==> src/design/grouped_cumulative_aggregate_defines.svh <==
// Assertion macros shared by the grouped cumulative aggregate modules.
// Depends on nothing; the including module must provide clk and rst_n.
`ifndef GROUPED_CUMULATIVE_AGGREGATE_DEFINES_SVH
`define GROUPED_CUMULATIVE_AGGREGATE_DEFINES_SVH

// Same-cycle implication, checked outside reset.
`define GCA_ASSERT_NOW(label, ante, cons) \
    label: assert property (@(posedge clk) disable iff (!rst_n) (ante) |-> (cons)) \
        else $error("gca: same-cycle check failed");

// Next-cycle implication, checked outside reset.
`define GCA_ASSERT_NEXT(label, ante, cons) \
    label: assert property (@(posedge clk) disable iff (!rst_n) (ante) |=> (cons)) \
        else $error("gca: next-cycle check failed");

`endif

==> src/design/gca_pkg.sv <==
// Shared types and constants for the grouped cumulative aggregate.
// Depends on nothing; imported by the controller, datapath and top level.
package gca_pkg;

    localparam int GROUP_COUNT_DEF = 1024;
    localparam int GI_W            = 11;
    localparam int VAL_W           = 64;
    localparam int HALF_W          = 32;
    localparam int OP_W            = 2;
    localparam int CFG_IDX_W       = 1;
    localparam int CFG_DATA_W      = 2;
    localparam int FLAG_W          = 2;

    localparam logic [OP_W-1:0] OP_SUM  = 2'd0;
    localparam logic [OP_W-1:0] OP_PROD = 2'd1;
    localparam logic [OP_W-1:0] OP_MAX  = 2'd2;
    localparam logic [OP_W-1:0] OP_MIN  = 2'd3;

    localparam logic [CFG_IDX_W-1:0] REG_OP_MODE    = 1'd0;
    localparam logic [CFG_IDX_W-1:0] REG_SKIP_NULLS = 1'd1;

    typedef enum logic [2:0] {
        ST_CLEAR,
        ST_IDLE,
        ST_READ,
        ST_LOAD,
        ST_MUL0,
        ST_MUL1,
        ST_MUL2,
        ST_DONE
    } state_t;

    typedef struct packed {
        logic clear;
        logic capture;
        logic read;
        logic load;
        logic mul0;
        logic mul1;
        logic mul2;
        logic finish;
    } ctrl_cmd_t;

    typedef struct packed {
        logic clear_last;
        logic need_mul;
        logic out_free;
    } ctrl_sts_t;

endpackage

==> src/design/gca_ctrl.sv <==
// Controller state machine: clearing pass, row intake, multiply steps, result.
// Depends on gca_pkg and the assertion macros header.
`include "grouped_cumulative_aggregate_defines.svh"

module gca_ctrl
    import gca_pkg::*;
(
    input  logic       clk,
    input  logic       rst_n,
    input  logic       in_valid,
    output logic       in_stall,
    input  ctrl_sts_t  sts,
    output ctrl_cmd_t  cmd
);

    state_t state_reg;
    state_t state_next;

    always_ff @(posedge clk or negedge rst_n)
    begin
        if (!rst_n)
        begin
            state_reg <= ST_CLEAR;
        end
        else
        begin
            state_reg <= state_next;
        end
    end

    always_comb
    begin
        state_next = state_reg;
        case (state_reg)
            ST_CLEAR:
            begin
                if (sts.clear_last)
                begin
                    state_next = ST_IDLE;
                end
            end
            ST_IDLE:
            begin
                if (in_valid)
                begin
                    state_next = ST_READ;
                end
            end
            ST_READ:
            begin
                state_next = ST_LOAD;
            end
            ST_LOAD:
            begin
                state_next = sts.need_mul ? ST_MUL0 : ST_DONE;
            end
            ST_MUL0:
            begin
                state_next = ST_MUL1;
            end
            ST_MUL1:
            begin
                state_next = ST_MUL2;
            end
            ST_MUL2:
            begin
                state_next = ST_DONE;
            end
            ST_DONE:
            begin
                if (sts.out_free)
                begin
                    state_next = ST_IDLE;
                end
            end
            default:
            begin
                state_next = ST_IDLE;
            end
        endcase
    end

    always_comb
    begin
        cmd      = '0;
        in_stall = 1'b1;
        case (state_reg)
            ST_CLEAR:
            begin
                cmd.clear = 1'b1;
            end
            ST_IDLE:
            begin
                in_stall    = 1'b0;
                cmd.capture = in_valid;
            end
            ST_READ:
            begin
                cmd.read = 1'b1;
            end
            ST_LOAD:
            begin
                cmd.load = 1'b1;
            end
            ST_MUL0:
            begin
                cmd.mul0 = 1'b1;
            end
            ST_MUL1:
            begin
                cmd.mul1 = 1'b1;
            end
            ST_MUL2:
            begin
                cmd.mul2 = 1'b1;
            end
            ST_DONE:
            begin
                cmd.finish = sts.out_free;
            end
            default:
            begin
                cmd = '0;
            end
        endcase
    end

    // A result may only be committed into a free output register.
    `GCA_ASSERT_NOW(a_finish_needs_slot, cmd.finish, sts.out_free)
    // No row is taken while the flag memory is still being cleared.
    `GCA_ASSERT_NOW(a_no_accept_in_clear, state_reg == ST_CLEAR, in_stall)
    // An accepted transaction always moves on to the memory read.
    `GCA_ASSERT_NEXT(a_accept_reads, in_valid && !in_stall, cmd.read)
    // The multiply sequence always ends in the result state.
    `GCA_ASSERT_NEXT(a_mul_to_done, cmd.mul2, state_reg == ST_DONE)

endmodule

==> config.mk <==
export PLATFORM = sky130hd
export DESIGN_NAME = gca_ctrl
export DESIGN_NICKNAME = d
export VERILOG_FILES = /design/src/design/gca_pkg.sv /design/src/design/gca_ctrl.sv
export VERILOG_INCLUDE_DIRS = /design/src /design/src/design
export SDC_FILE = /design/constraint.sdc
export NUM_CORES = 1
export LEC_CHECK = 0
export BUFFER_PORTS_ARGS = -buffer_cell sky130_fd_sc_hd__buf_2
export CORE_AREA = 4 4 41 43
export DETAILED_ROUTE_END_ITERATION = 10
export DIE_AREA = 0 0 45 47
export SYNTH_ARGS = -nofsm -noshare
export SYNTH_HDL_FRONTEND = slang
export SYNTH_SLANG_ARGS = --single-unit
==> constraint.sdc <==
create_clock -name clk -period 1.31 [get_ports clk]
set_input_delay 0.3275 -clock clk [delete_from_list [all_inputs] [get_ports clk]]
set_output_delay 0.3275 -clock clk [all_outputs]
set_load 0.005 [all_outputs]
==> PnR_summary.wiki, run 1 <==
{| class="wikitable"
! Metric !! Value
|-
| Run status || finished, violations left
|-
| Violated checks || negative setup slack
|-
| Number of DRC violations after detailed-routing iteration 0 || 2
|-
| Cell area after synthesis || roughly 250 um2
|-
| Area share of and/or/nand/nor cells after synthesis || 41.50%
|-
| Critical Path Fanout Max || 7
|-
| Number of vias per cell || 4.177
|-
| Stage delay of the slowest cell on the critical path || approximately 0.40 ns
|-
| Routed wire length || approximately 650 um
|-
| Leakage power figure || 0.0002120 uW
|-
| Count of warnings emitted by yosys || 0
|-
| Share of the synthesized area in compound gates (AO/OA/AOI/OAI) || 9.500%
|-
| Areal power density over the cells || 2228 nW/um2
|-
| Period minus WS final || 1.415 ns
|-
| Number of antenna diodes || 0
|-
| Total number of nets in the final design || 54
|-
| Highest clock rate || just over 0.7 GHz
|-
| Wire length on met3 || between 70 and 80 um
|-
| Pin count of the biggest net entering global routing || 16
|-
| Buffers plus inverters on the worst setup path || 2
|-
| Count of input and output buffers || 14
|-
| Syn Nets || 32
|-
| Critical path class || reg2out
|-
| Kind of capture point of the worst setup path || primary output
|-
| Max reg flops || 3
|-
| Number of synthesized register bits || 3
|-
| Highest Signal Layer || met3
|-
| GR Overflow Total || 0
|-
| Site row count || 13
|-
| DIE AREA || ~2100 um2
|-
| H-Tree Depth || 1
|-
| Post-Route Skew || between 0.0004 and 0.0005 ns
|-
| Final Hold Slack || roughly 0.38 ns
|-
| Max-cap violation count || 0
|-
| Number of buffers inserted during clock tree synthesis || 3
|-
| Arrival time of the worst setup path || between 1 and 1.5 ns
|-
| Ports placed on the boundary || 15
|-
| Synthesized area per cell || roughly 9.6 um2
|-
| Number of buffers between clock root and the deepest sink || 2
|-
| Worst Setup Slack, final || -0.1053 ns
|-
| Worst hold-check path type || in2reg
|-
| Total number of clock tree sinks || 3
|-
| Post-DR wirelength/cell || roughly 10 um
|-
| Crit-path leading delay family || flip-flops
|-
| Post-Synth XOR/XNOR Area || 0%
|-
| Met1 wire length || 262 um
|-
| RSZ-0062 raised after global routing || true
|-
| Wire length of the first global-routing pass || a little over 1000 um
|-
| Cell with the largest stage delay on the worst path || sky130_fd_sc_hd__dfrtp_1
|-
| Largest family of logic cells by synthesized area || simple AND/OR/NAND/NOR gates
|-
| Clock root buffer master || sky130_fd_sc_hd__clkbuf_4
|-
| Syn Inst Count || 26
|-
| Period Utilization, post-route || 108.0%
|-
| Met2 Wirelength || slightly above 300 um
|-
| Share of post-route cells with drive strength above 1 || 72.34%
|-
| Layout overhead on the synthesized area || 72.00%
|-
| Data required time at the worst endpoint || between 0.9 and 1 ns
|-
| Max IR drop VDD || 0.7513 mV
|-
| Portion of the post-synthesis area used by sequential elements || 30.00%
|-
| Critical Path Start Type || flop
|-
| Area inside the core boundary || roughly 1300 um2
|-
| Util after Layout || between 30 and 40%
|-
| Mux contribution to synthesized area || 8.500%
|-
| Clk Latency, worst-skew pair || 0.23 ns
|-
| Adder and majority cell fraction of the synthesized area || 0%
|-
| Number of pins with negative max-slew slack in the final report || 0
|-
| DRC viols || 0
|-
| Die outline height || 47 um
|-
| Via count || about 260
|-
| Least-Margin Pin Slew || ~0.25 ns
|-
| CTS tree || yes
|-
| Clock-pin slew reported for the worst setup and hold paths after clock tree synthesis || 0.04 ns
|-
| Number of instances in the placed design || between 50 and 60
|-
| Finish-stage setup viols || 9
|-
| Die W || 45 um
|-
| Relative slew slack || between 80% and 90%
|-
| Sequence of cells on the critical path || buf_6 > and3b_2 > buf_2
|-
| Vias in the first global route || roughly 230
|-
| Initial core utilization || around 19%
|-
| Detailed-routing iteration count for the pre-antenna-repair pass || 2
|-
| Antenna violations before repair || 0
|-
| Routability-driven placement congestion ratio || approximately 0.63
|-
| Final non-filler cell total || between 60 and 70
|-
| HPWL reported at the end of detailed placement || 469.3 um
|-
| Final Hold Vio Count || 0
|-
| Distinct cells, synth || 20
|-
| Number of filler cells placed in the layout || 154
|-
| Final ANT Viol Nets || 0
|-
| GRT Overall Usage || approximately 7%
|-
| Setup total negative slack || -0.5857 ns
|}
cell families (layout without fill, tap and decap cells):
group,after synthesis,in the layout
mux,2,2
compound gates,3,3
buf+inv,3,24
simple gates,15,15
flops,3,3
synthesized netlist by cell type (all sizes together):
cell type,instances,share of area [%]
nor2b,1,2.5
nor3b,2,6.0
nor3,1,2.0
nor2,2,3.0
nor4,1,2.5
mux2i,1,4.0
a211oi,1,3.0
and3b,2,8.0
buf,3,10
dfrtp,3,30
or2,1,2.5
and2,1,3.0
nand2b,1,2.5
nand2,2,4.0
and4b,1,5.5
o22a,1,3.5
o21a,1,3.0
mux2,1,4.5
per-layer routing:
layer	GRT usage, %	vias to the layer above
met4	1.754	0
met5	0	-
met3	6.897	0
met1	8.238	117
met2	8.757	9
li1	-	133
path summary, 6_finish.rpt:
check / startpoint / endpoint / slack (ns) / cells past startpoint
setup / recovery: state_reg[1] / cmd[1] / -0.11 / 3
hold / removal: in_valid / state_reg[0] / 0.38 / 3
setup reg to reg: state_reg[2] / state_reg[0] / 0.12 / 3
hold reg to reg: state_reg[0] / state_reg[0] / 0.66 / 2
max in group asynchronous: rst_n / state_reg[2] / 0.78 / 2
min in group asynchronous: rst_n / state_reg[0] / 0.42 / 2
worst min-delay path: stages:
cell	delay [ns]
sky130_fd_sc_hd__buf_2	0.09
sky130_fd_sc_hd__or2_1	0.09
sky130_fd_sc_hd__a211oi_1	0.06
stage by stage:
| step | total power [uW] | setup WS, ns | instance area [um2] |
|---|---|---|---|
| floorplan | 503.9 | 0.1204 | 250.2 |
| global placement | 603.8 | 0.07476 | 327.8 |
| detailed placement | 607.1 | 0.05535 | 327.8 |
| CTS | 899.3 | -0.1174 | 402.9 |
| global route | 1039 | -0.1485 | 430.4 |
| finish | 959.1 | -0.1053 | 430.4 |
report_power, final:
| group | switching [uW] | total (uW) | internal [uW] |
|---|---|---|---|
| Clock | 49.8 | 164 | 114 |
| Combinational | 225 | 584 | 358 |
| Sequential | 71.7 | 211 | 139 |
cells in the final DEF (no fill, tap or decap):
master                          count
sky130_fd_sc_hd__a211oi_1           1
sky130_fd_sc_hd__and2_4             1
sky130_fd_sc_hd__and3b_2            2
sky130_fd_sc_hd__and4b_4            1
sky130_fd_sc_hd__buf_2             13
sky130_fd_sc_hd__buf_4              3
sky130_fd_sc_hd__buf_6              3
sky130_fd_sc_hd__clkbuf_1           1
sky130_fd_sc_hd__clkbuf_4           3
sky130_fd_sc_hd__dfrtp_1            2
sky130_fd_sc_hd__dfrtp_2            1
sky130_fd_sc_hd__dlygate4sd3_1      1
sky130_fd_sc_hd__mux2_2             1
sky130_fd_sc_hd__mux2i_1            1
sky130_fd_sc_hd__nand2_2            1
sky130_fd_sc_hd__nand2_4            1
sky130_fd_sc_hd__nand2b_1           1
sky130_fd_sc_hd__nor2_1             1
sky130_fd_sc_hd__nor2_2             1
sky130_fd_sc_hd__nor2b_4            1
sky130_fd_sc_hd__nor3_1             1
sky130_fd_sc_hd__nor3b_2            2
sky130_fd_sc_hd__nor4_1             1
sky130_fd_sc_hd__o21a_1             1
sky130_fd_sc_hd__o22a_1             1
sky130_fd_sc_hd__or2_1              1
timing repair:
action | 4_1_cts | 5_1_grt
endpoints found under the setup margin | 9 | 9
pin swaps | 2 | 3
endpoints found under the hold margin | 3 | 0
gates resized for setup | 9 | 3
setup buffers | 1 | 2
hold buffers | 1 | 0
layout make-up:
| class | count | area (um2) | area share [%] |
|---|---|---|---|
| Sequential cell | 3 | 76.32 | 17.73 |
| Multi-Input combinational cell | 20 | 177.7 | 41.28 |
| Timing Repair Buffer | 20 | 131.4 | 30.52 |
| Clock buffer | 4 | 26.28 | 6.105 |
| Tap cell | 15 | 18.77 | 4.360 |
(Power assumes the default switching activity.)
==> run 2, diff against run 1 <==
Settings changed: CORE_AREA 4 4 41 43 to 2 2 39 41, DIE_AREA 0 0 45 47 to 0 0 41 43.
==> run 2 against run 1 <==
The flow still finishes with violations (negative setup slack). First-iteration DRC count grew 50%. Total power shrank 3.4%. Clock-buffer cell count is the same.
==> PnR_summary.wiki, run 2 (synthesis gave the netlist of run 1 again) <==
{| class="wikitable"
! Metric !! Value
|-
| Most frequent standard cell in the layout excluding fill and tap cells || sky130_fd_sc_hd__buf_2
|-
| Worst Setup Slack, final || -0.09622 ns
|-
| Crit-path leading delay family || flip-flops
|-
| Max-cap violation count || 0
|-
| Share of post-route cells with drive strength above 1 || between 70 and 80%
|-
| First element of the critical path || state_reg[1]
|-
| Number of DRC violations after detailed-routing iteration 0 || 3
|-
| H-Tree Depth || 1
|-
| Detailed-routing iteration count for the pre-antenna-repair pass || 2
|-
| HPWL reported at the end of detailed placement || about 430 um
|-
| DRC viols || 0
|-
| Critical Path Sink || cmd[6]
|-
| Number of buffers between clock root and the deepest sink || 2
|-
| Stage delay of the slowest cell on the critical path || 0.40 ns
|-
| Die outline height || between 40 and 50 um
|-
| Critical path depth || 3
|-
| Util after Layout || a little under a third
|-
| CTS tree || yes
|-
| Finish-stage setup viols || 9
|-
| Buffers plus inverters on the worst setup path || 1
|-
| Number of vias per cell || 4.095
|-
| Highest clock rate || about 0.7 GHz
|-
| Worst hold-check path type || in2reg
|-
| Cell with the largest stage delay on the worst path || sky130_fd_sc_hd__dfrtp_1
|-
| Capturing point of the worst reg2reg path || state_reg[0]
|-
| Clock root buffer master || sky130_fd_sc_hd__clkbuf_4
|-
| Critical Path Fanout Max || 4
|-
| Wire length of the first global-routing pass || 993 um
|-
| Critical Path Start Type || flop
|-
| Leakage power figure || between 0.0002 and 0.00025 uW
|-
| RSZ-0062 raised after global routing || true
|-
| Max IR drop VDD || roughly 0.54 mV
|-
| Total number of clock tree sinks || 3
|-
| Die W || approximately 40 um
|-
| Number of pins with negative max-slew slack in the final report || 0
|-
| Final ANT Viol Nets || 0
|-
| Post-DR wirelength/cell || a little under 10 um
|-
| Relative slew slack || between 80% and 90%
|-
| Pin count of the biggest net entering global routing || 16
|-
| Count of input and output buffers || 14
|-
| Period Utilization, post-route || 107.3%
|-
| Clk Latency, worst-skew pair || between 0.2 and 0.25 ns
|-
| Period minus WS final || ~1.4 ns
|-
| Via count || between 200 and 300
|-
| Layout overhead on the synthesized area || 69.50%
|-
| Violated checks || negative setup slack
|-
| Number of buffers inserted during clock tree synthesis || 3
|-
| Data required time at the worst endpoint || around 0.98 ns
|-
| Antenna violations before repair || 0
|-
| Worst min-delay path startpoint || in_valid
|-
| Initial core utilization || between 10% and 20%
|-
| Vias in the first global route || between 200 and 250
|-
| Site row count || 14
|-
| Ports placed on the boundary || 15
|-
| Least-Margin Pin Slew || ~0.22 ns
|-
| Max reg flops || 3
|-
| Area of all sequential standard cells || about 76 um2
|-
| Multi-input gate area in the final layout || between 150 and 200 um2
|-
| Sequence of cells on the critical path || nor2b_4 > and3b_2 > buf_2
|-
| Startpoint of the worst-slack reg-to-reg timing path || state_reg[1]
|-
| Area inside the core boundary || about 1400 um2
|-
| GR Overflow Total || 0
|-
| Areal power density over the cells || approximately 2200 nW/um2
|-
| DIE AREA || between 1500 and 2000 um2
|-
| Worst Reg2Reg Path Length in Cells || 4
|-
| Run status || finished, violations left
|-
| Post-Route Skew || 0.003198 ns
|-
| Routed wire length || a little over 600 um
|-
| Final Hold Vio Count || 0
|-
| Kind of capture point of the worst setup path || primary output
|-
| Arrival time of the worst setup path || 1.08 ns
|-
| Total Power || between 900 and 1000 uW
|-
| Routability-driven placement congestion ratio || around 0.72
|-
| Number of antenna diodes || 0
|-
| Clock-pin slew reported for the worst setup and hold paths after clock tree synthesis || around 0.04 ns
|-
| GRT Overall Usage || under 10%
|-
| Critical path class || reg2out
|-
| Most frequent cells in the layout || sky130_fd_sc_hd__buf_2, sky130_fd_sc_hd__clkbuf_4, sky130_fd_sc_hd__buf_6, sky130_fd_sc_hd__buf_4
|-
| Total number of nets in the final design || 54
|-
| Register-to-Register Setup Slack || approximately 0.17 ns
|-
| Number of filler cells placed in the layout || 155
|}
## run 2: per-layer routing
| layer | global-route usage [%] | share of wire, % | routed length, um |
|---|---|---|---|
| met1 | 9.091 | 42 | 255 |
| met2 | 12.50 | 54 | 332 |
| met3 | 3.141 | 3.6 | 22 |
| met4 | 10.00 | 0 | 0 |
| met5 | 0 | 0 | 0 |
## run 2: per-stage QoR
step | cell area, um2 | setup WS (ns) | hold slack, ns | std cells | TNS, ns
after global routing | 424.2 | -0.1320 | 0.4254 | 63 | -0.9678
after detailed placement | 329.1 | 0.04634 | 0.1267 | 55 | 0
final | 424.2 | -0.09622 | 0.3837 | 63 | -0.5803
after global placement | 329.1 | 0.07877 | 0.1265 | 55 | 0
after CTS | 409.1 | -0.1059 | 0.3802 | 61 | -0.6831
after floorplan | 250.2 | 0.1204 | 0.03191 | 26 | 0
## run 2: what timing repair did
action                     in CTS  in global routing
setup endpoints to repair       9                  9
hold endpoints to repair        3                  0
hold buffers                    1                  0
resized for setup              10                  0
pin swaps                       2                  2
buffers inserted                1                  2
## run 2: area by class of cell
| class | count | area share (%) |
|---|---|---|
| flip-flops and latches | 3 | 17.99 |
| clock buffers | 4 | 6.195 |
| multi-input cells | 20 | 40.12 |
| repair buffers | 20 | 30.97 |
| well taps | 16 | 4.720 |
## run 2: report_power, final
part | internal (uW) | switching (uW)
clock | 114 | 47.4
sequential | 139 | 72.9
combinational | 343 | 210
## run 2: how the worst min path moves through the flow
stage	slack (ns)	cells past startpoint	to
2_1_floorplan	0.03	0	state_reg[0]
3_3_place_gp	0.13	1	state_reg[0]
6_report	0.38	3	state_reg[0]
5_1_grt	0.43	3	state_reg[0]
3_5_place_dp	0.13	1	state_reg[2]
4_1_cts	0.38	3	state_reg[0]
## run 2: worst min-delay path, cell delays in order
cell and delay, ns:
sky130_fd_sc_hd__buf_2 0.09, sky130_fd_sc_hd__or2_1 0.09, sky130_fd_sc_hd__a211oi_1 0.06
==> run 3, diff against run 2 <==
Settings changed: ABC_AREA set to 1, MAX_ROUTING_LAYER set to met4, SETUP_SLACK_MARGIN set to 0.4.
==> run 3 against run 2 <==
The flow still finishes with violations (negative setup slack). Core utilization up 0.27 points. Flip-flop and latch count unchanged. Final cell count up 25%. Worst setup slack improved by 0.0017 ns. Via count is 28% higher. Synthesized area shrank 9.5%. Sequential power up 11%.
==> PnR_summary.wiki, run 3 <==
{| class="wikitable"
! Metric !! Value
|-
| Run status || finished, violations left
|-
| Violated checks || negative setup slack
|-
| Worst hold-check path type || in2async
|-
| Area inside the core boundary || ~1400 um2
|-
| Syn Nets || 43
|-
| Share of the synthesized area in compound gates (AO/OA/AOI/OAI) || 6.630%
|-
| Areal power density over the cells || ~2300 nW/um2
|-
| Number of antenna diodes || 0
|-
| Area share of and/or/nand/nor cells after synthesis || 49.72%
|-
| Top cells by area in the synthesized netlist || sky130_fd_sc_hd__dfrtp_1, sky130_fd_sc_hd__nand2_1, sky130_fd_sc_hd__nor2_1, sky130_fd_sc_hd__nand3_1, sky130_fd_sc_hd__nand4_1
|-
| DRC viols || 0
|-
| Clock-pin slew reported for the worst setup and hold paths after clock tree synthesis || 0.04 ns
|-
| Final ANT Viol Nets || 0
|-
| Largest family of logic cells by synthesized area || simple AND/OR/NAND/NOR gates
|-
| Clock root buffer master || sky130_fd_sc_hd__clkbuf_4
|-
| Wire length of the first global-routing pass || ~1100 um
|-
| Number of buffers inserted during clock tree synthesis || 3
|-
| Vias in the first global route || 273
|-
| Startpoint of the worst-slack reg-to-reg timing path || state_reg[0]
|-
| Share of flip-flops with an asynchronous set or reset after synthesis || 100.0%
|-
| Total number of clock tree sinks || 3
|-
| Adder and majority cell fraction of the synthesized area || 0%
|-
| Combinational share of power || about three fifths
|-
| Switching component of the power || ~420 uW
|-
| Die outline height || ~43 um
|-
| Post-Synth XOR/XNOR Area || 0%
|-
| Cell with the largest stage delay on the worst path || sky130_fd_sc_hd__dfrtp_2
|-
| DIE AREA || between 1500 and 2000 um2
|-
| Crit-path leading delay family || flip-flops
|-
| Routability-driven placement congestion ratio || roughly 0.66
|-
| Sequence of cells on the critical path || nor2_4 > inv_2 > nor2_1 > buf_2
|-
| Mux contribution to synthesized area || 0%
|-
| Number of vias per cell || roughly 4.2
|-
| Capturing point of the worst reg2reg path || state_reg[0]
|-
| Util after Layout || 30.92%
|-
| Via count || between 300 and 400
|-
| Highest clock rate || between 0.7 and 0.8 GHz
|-
| Die W || between 40 and 50 um
|-
| Number of DRC violations after detailed-routing iteration 0 || 7
|-
| Number of synthesized register bits || 3
|-
| Count of input and output buffers || 14
|-
| Fraction of synthesized cell area taken by the top area cell type || between 30% and 40%
|-
| Distinct cells, synth || 13
|-
| Number of enable flip-flop cells after synthesis || 0
|-
| GRT Overall Usage || 9.494%
|-
| Kind of capture point of the worst setup path || primary output
|-
| Antenna violations before repair || 0
|-
| Switching power as a share of total power || 42.79%
|-
| Final Hold Slack || about 0.42 ns
|-
| Period Utilization, post-route || 107.2%
|-
| Most frequent standard cell in the layout excluding fill and tap cells || sky130_fd_sc_hd__buf_2
|-
| Leakage power figure || 0.0002342 uW
|-
| Routed wire length || approximately 670 um
|-
| Share of post-route cells with drive strength above 1 || 55.56%
|-
| Portion of the post-synthesis area used by sequential elements || about 33%
|-
| Least-Margin Pin Slew || between 0.15 and 0.2 ns
|-
| Critical Path Start Type || flop
|-
| Flop pwr share || about a quarter
|-
| GR Overflow Total || 0
|-
| Worst Setup Slack, final || -0.09448 ns
|-
| CTS tree || yes
|-
| Max reg flops || 3
|-
| Final Hold Vio Count || 0
|-
| Post-synth top area cell || sky130_fd_sc_hd__dfrtp_1
|-
| Period minus WS final || 1.404 ns
|-
| Pin count of the biggest net entering global routing || 10
|-
| Most frequent cells after synthesis || sky130_fd_sc_hd__nand2_1, sky130_fd_sc_hd__nor2_1, sky130_fd_sc_hd__dfrtp_1, sky130_fd_sc_hd__inv_1, sky130_fd_sc_hd__nand3_1
|-
| Fraction of power consumed by the clock network || around 16%
|-
| HPWL reported at the end of detailed placement || about 470 um
|-
| Data required time at the worst endpoint || roughly 0.98 ns
|-
| Number of pins with negative max-slew slack in the final report || 0
|-
| Main synth FF type || sky130_fd_sc_hd__dfrtp_1
|-
| Most frequent cells in the layout || sky130_fd_sc_hd__buf_2, sky130_fd_sc_hd__nor2_1, sky130_fd_sc_hd__nand2_1, sky130_fd_sc_hd__buf_4
|-
| Synthesized area per cell || approximately 6.1 um2
|-
| Relative slew slack || 88.29%
|-
| Post-DR wirelength/cell || ~8.5 um
|-
| Initial core utilization || 16.37%
|-
| Layout overhead on the synthesized area || 88.95%
|-
| Internal power || about 570 uW
|-
| H-Tree Depth || 1
|-
| RSZ-0062 raised after global routing || true
|-
| Clk Latency, worst-skew pair || 0.23 ns
|-
| Post-Route Skew || between 0.00015 and 0.0002 ns
|-
| Critical path class || reg2out
|-
| Setup WS pre-CTS || between 0.1 and 0.15 ns
|-
| Max IR drop VDD || between 0.5 and 0.6 mV
|-
| Total number of nets in the final design || 70
|-
| Ports placed on the boundary || 15
|-
| Max-cap violation count || 0
|-
| Register-to-Register Setup Slack || approximately 0.14 ns
|-
| Cell area after synthesis || between 200 and 250 um2
|-
| Number of buffers between clock root and the deepest sink || 2
|-
| Stage delay of the slowest cell on the critical path || 0.46 ns
|-
| Most common cell in the netlist || sky130_fd_sc_hd__nand2_1
|-
| Count of warnings emitted by yosys || 0
|-
| Worst Reg2Reg Path Length in Cells || 6
|-
| Finish-stage setup viols || 8
|-
| Critical Path Fanout Max || 5
|-
| Detailed-routing iteration count for the pre-antenna-repair pass || 2
|-
| Arrival time of the worst setup path || 1.08 ns
|-
| Syn Inst Count || 37
|-
| Site row count || 14
|-
| Buffers plus inverters on the worst setup path || 2
|}
[run 3: cell count changes in the layout (fill, tap and decap cells not counted), sizes merged, moves of 3 or more]
| cell | change |
|---|---|
| nor2 | +7 |
| inv | +5 |
| nand3 | +3 |
| nand2 | +7 |
[run 3: worst reg2reg max path: stages (launching register included)]
cell	delay (ns)
sky130_fd_sc_hd__dfrtp_2	0.46
sky130_fd_sc_hd__buf_4	0.15
sky130_fd_sc_hd__buf_4	0.12
sky130_fd_sc_hd__nand4_1	0.12
sky130_fd_sc_hd__nand3_1	0.08
sky130_fd_sc_hd__nand2_1	0.06
sky130_fd_sc_hd__nand2_1	0.05
[run 3: power groups by stage]
stage / combinational (uW) / clock, uW / sequential [uW]
after CTS: 568 / 173 / 225
after global routing: 656 / 184 / 247
after global placement: 418 / 0 / 199
after floorplan: 267 / 0 / 201
after detailed placement: 425 / 0 / 201
final: 593 / 161 / 235
[run 3: cell type report]
| type | count | area (um2) |
|---|---|---|
| multi-input combinational | 28 | 145.1 |
| timing repair buffer | 22 | 132.6 |
| tap | 16 | 20.02 |
| inverter | 6 | 26.28 |
| sequential | 3 | 77.57 |
| clock buffer | 4 | 26.28 |
| fill | 162 | 955.9 |
[run 3: cells by family after synthesis]
family / after synthesis
AOI/OAI and AO/OA: 3
buffers and inverters: 6
DFF: 3
and+or+nand+nor: 25
[run 3: repair_timing]
item                                    in CTS  in global routing
endpoints found under the hold margin        3                  0
hold buffers                                 1                  0
endpoints found under the setup margin      12                 12
buffers inserted                             5                  1
pin swaps                                    2                  5
gates resized for setup                      7                  1
[run 3: per-stage QoR]
stage / power (uW) / setup TNS [ns] / instances / area, um2
after global placement: 616.6 / 0 / 68 / 326.6
final: 988.2 / -0.5301 / 79 / 427.9
after detailed placement: 626.1 / 0 / 68 / 326.6
after global routing: 1087 / -1.182 / 79 / 427.9
after floorplan: 468.0 / 0 / 37 / 229.0
after CTS: 965.6 / -0.6087 / 78 / 417.9
[run 3: worst max-delay path by stage]
stage	startpoint	to	slack [ns]	cells after the start
2_1_floorplan	state_reg[0]	cmd[7]	0.25	3
3_3_place_gp	sts[0]	cmd[0]	0.13	4
3_5_place_dp	state_reg[0]	cmd[7]	0.11	4
4_1_cts	state_reg[1]	cmd[6]	-0.10	4
5_1_grt	state_reg[0]	cmd[6]	-0.16	5
6_report	state_reg[0]	cmd[3]	-0.09	4
[run 3: per-layer routing]
metal / GRT usage, % / routed length, um / part of all wire [%] / up-vias
li1: - / - / - / 171
met1: 8.766 / 240 / 36 / 152
met2: 14.69 / 395 / 59 / 6
met3: 6.283 / 35 / 5.2 / 0
met4: 4.000 / 0 / 0 / 0
met5: - / 0 / 0 / -
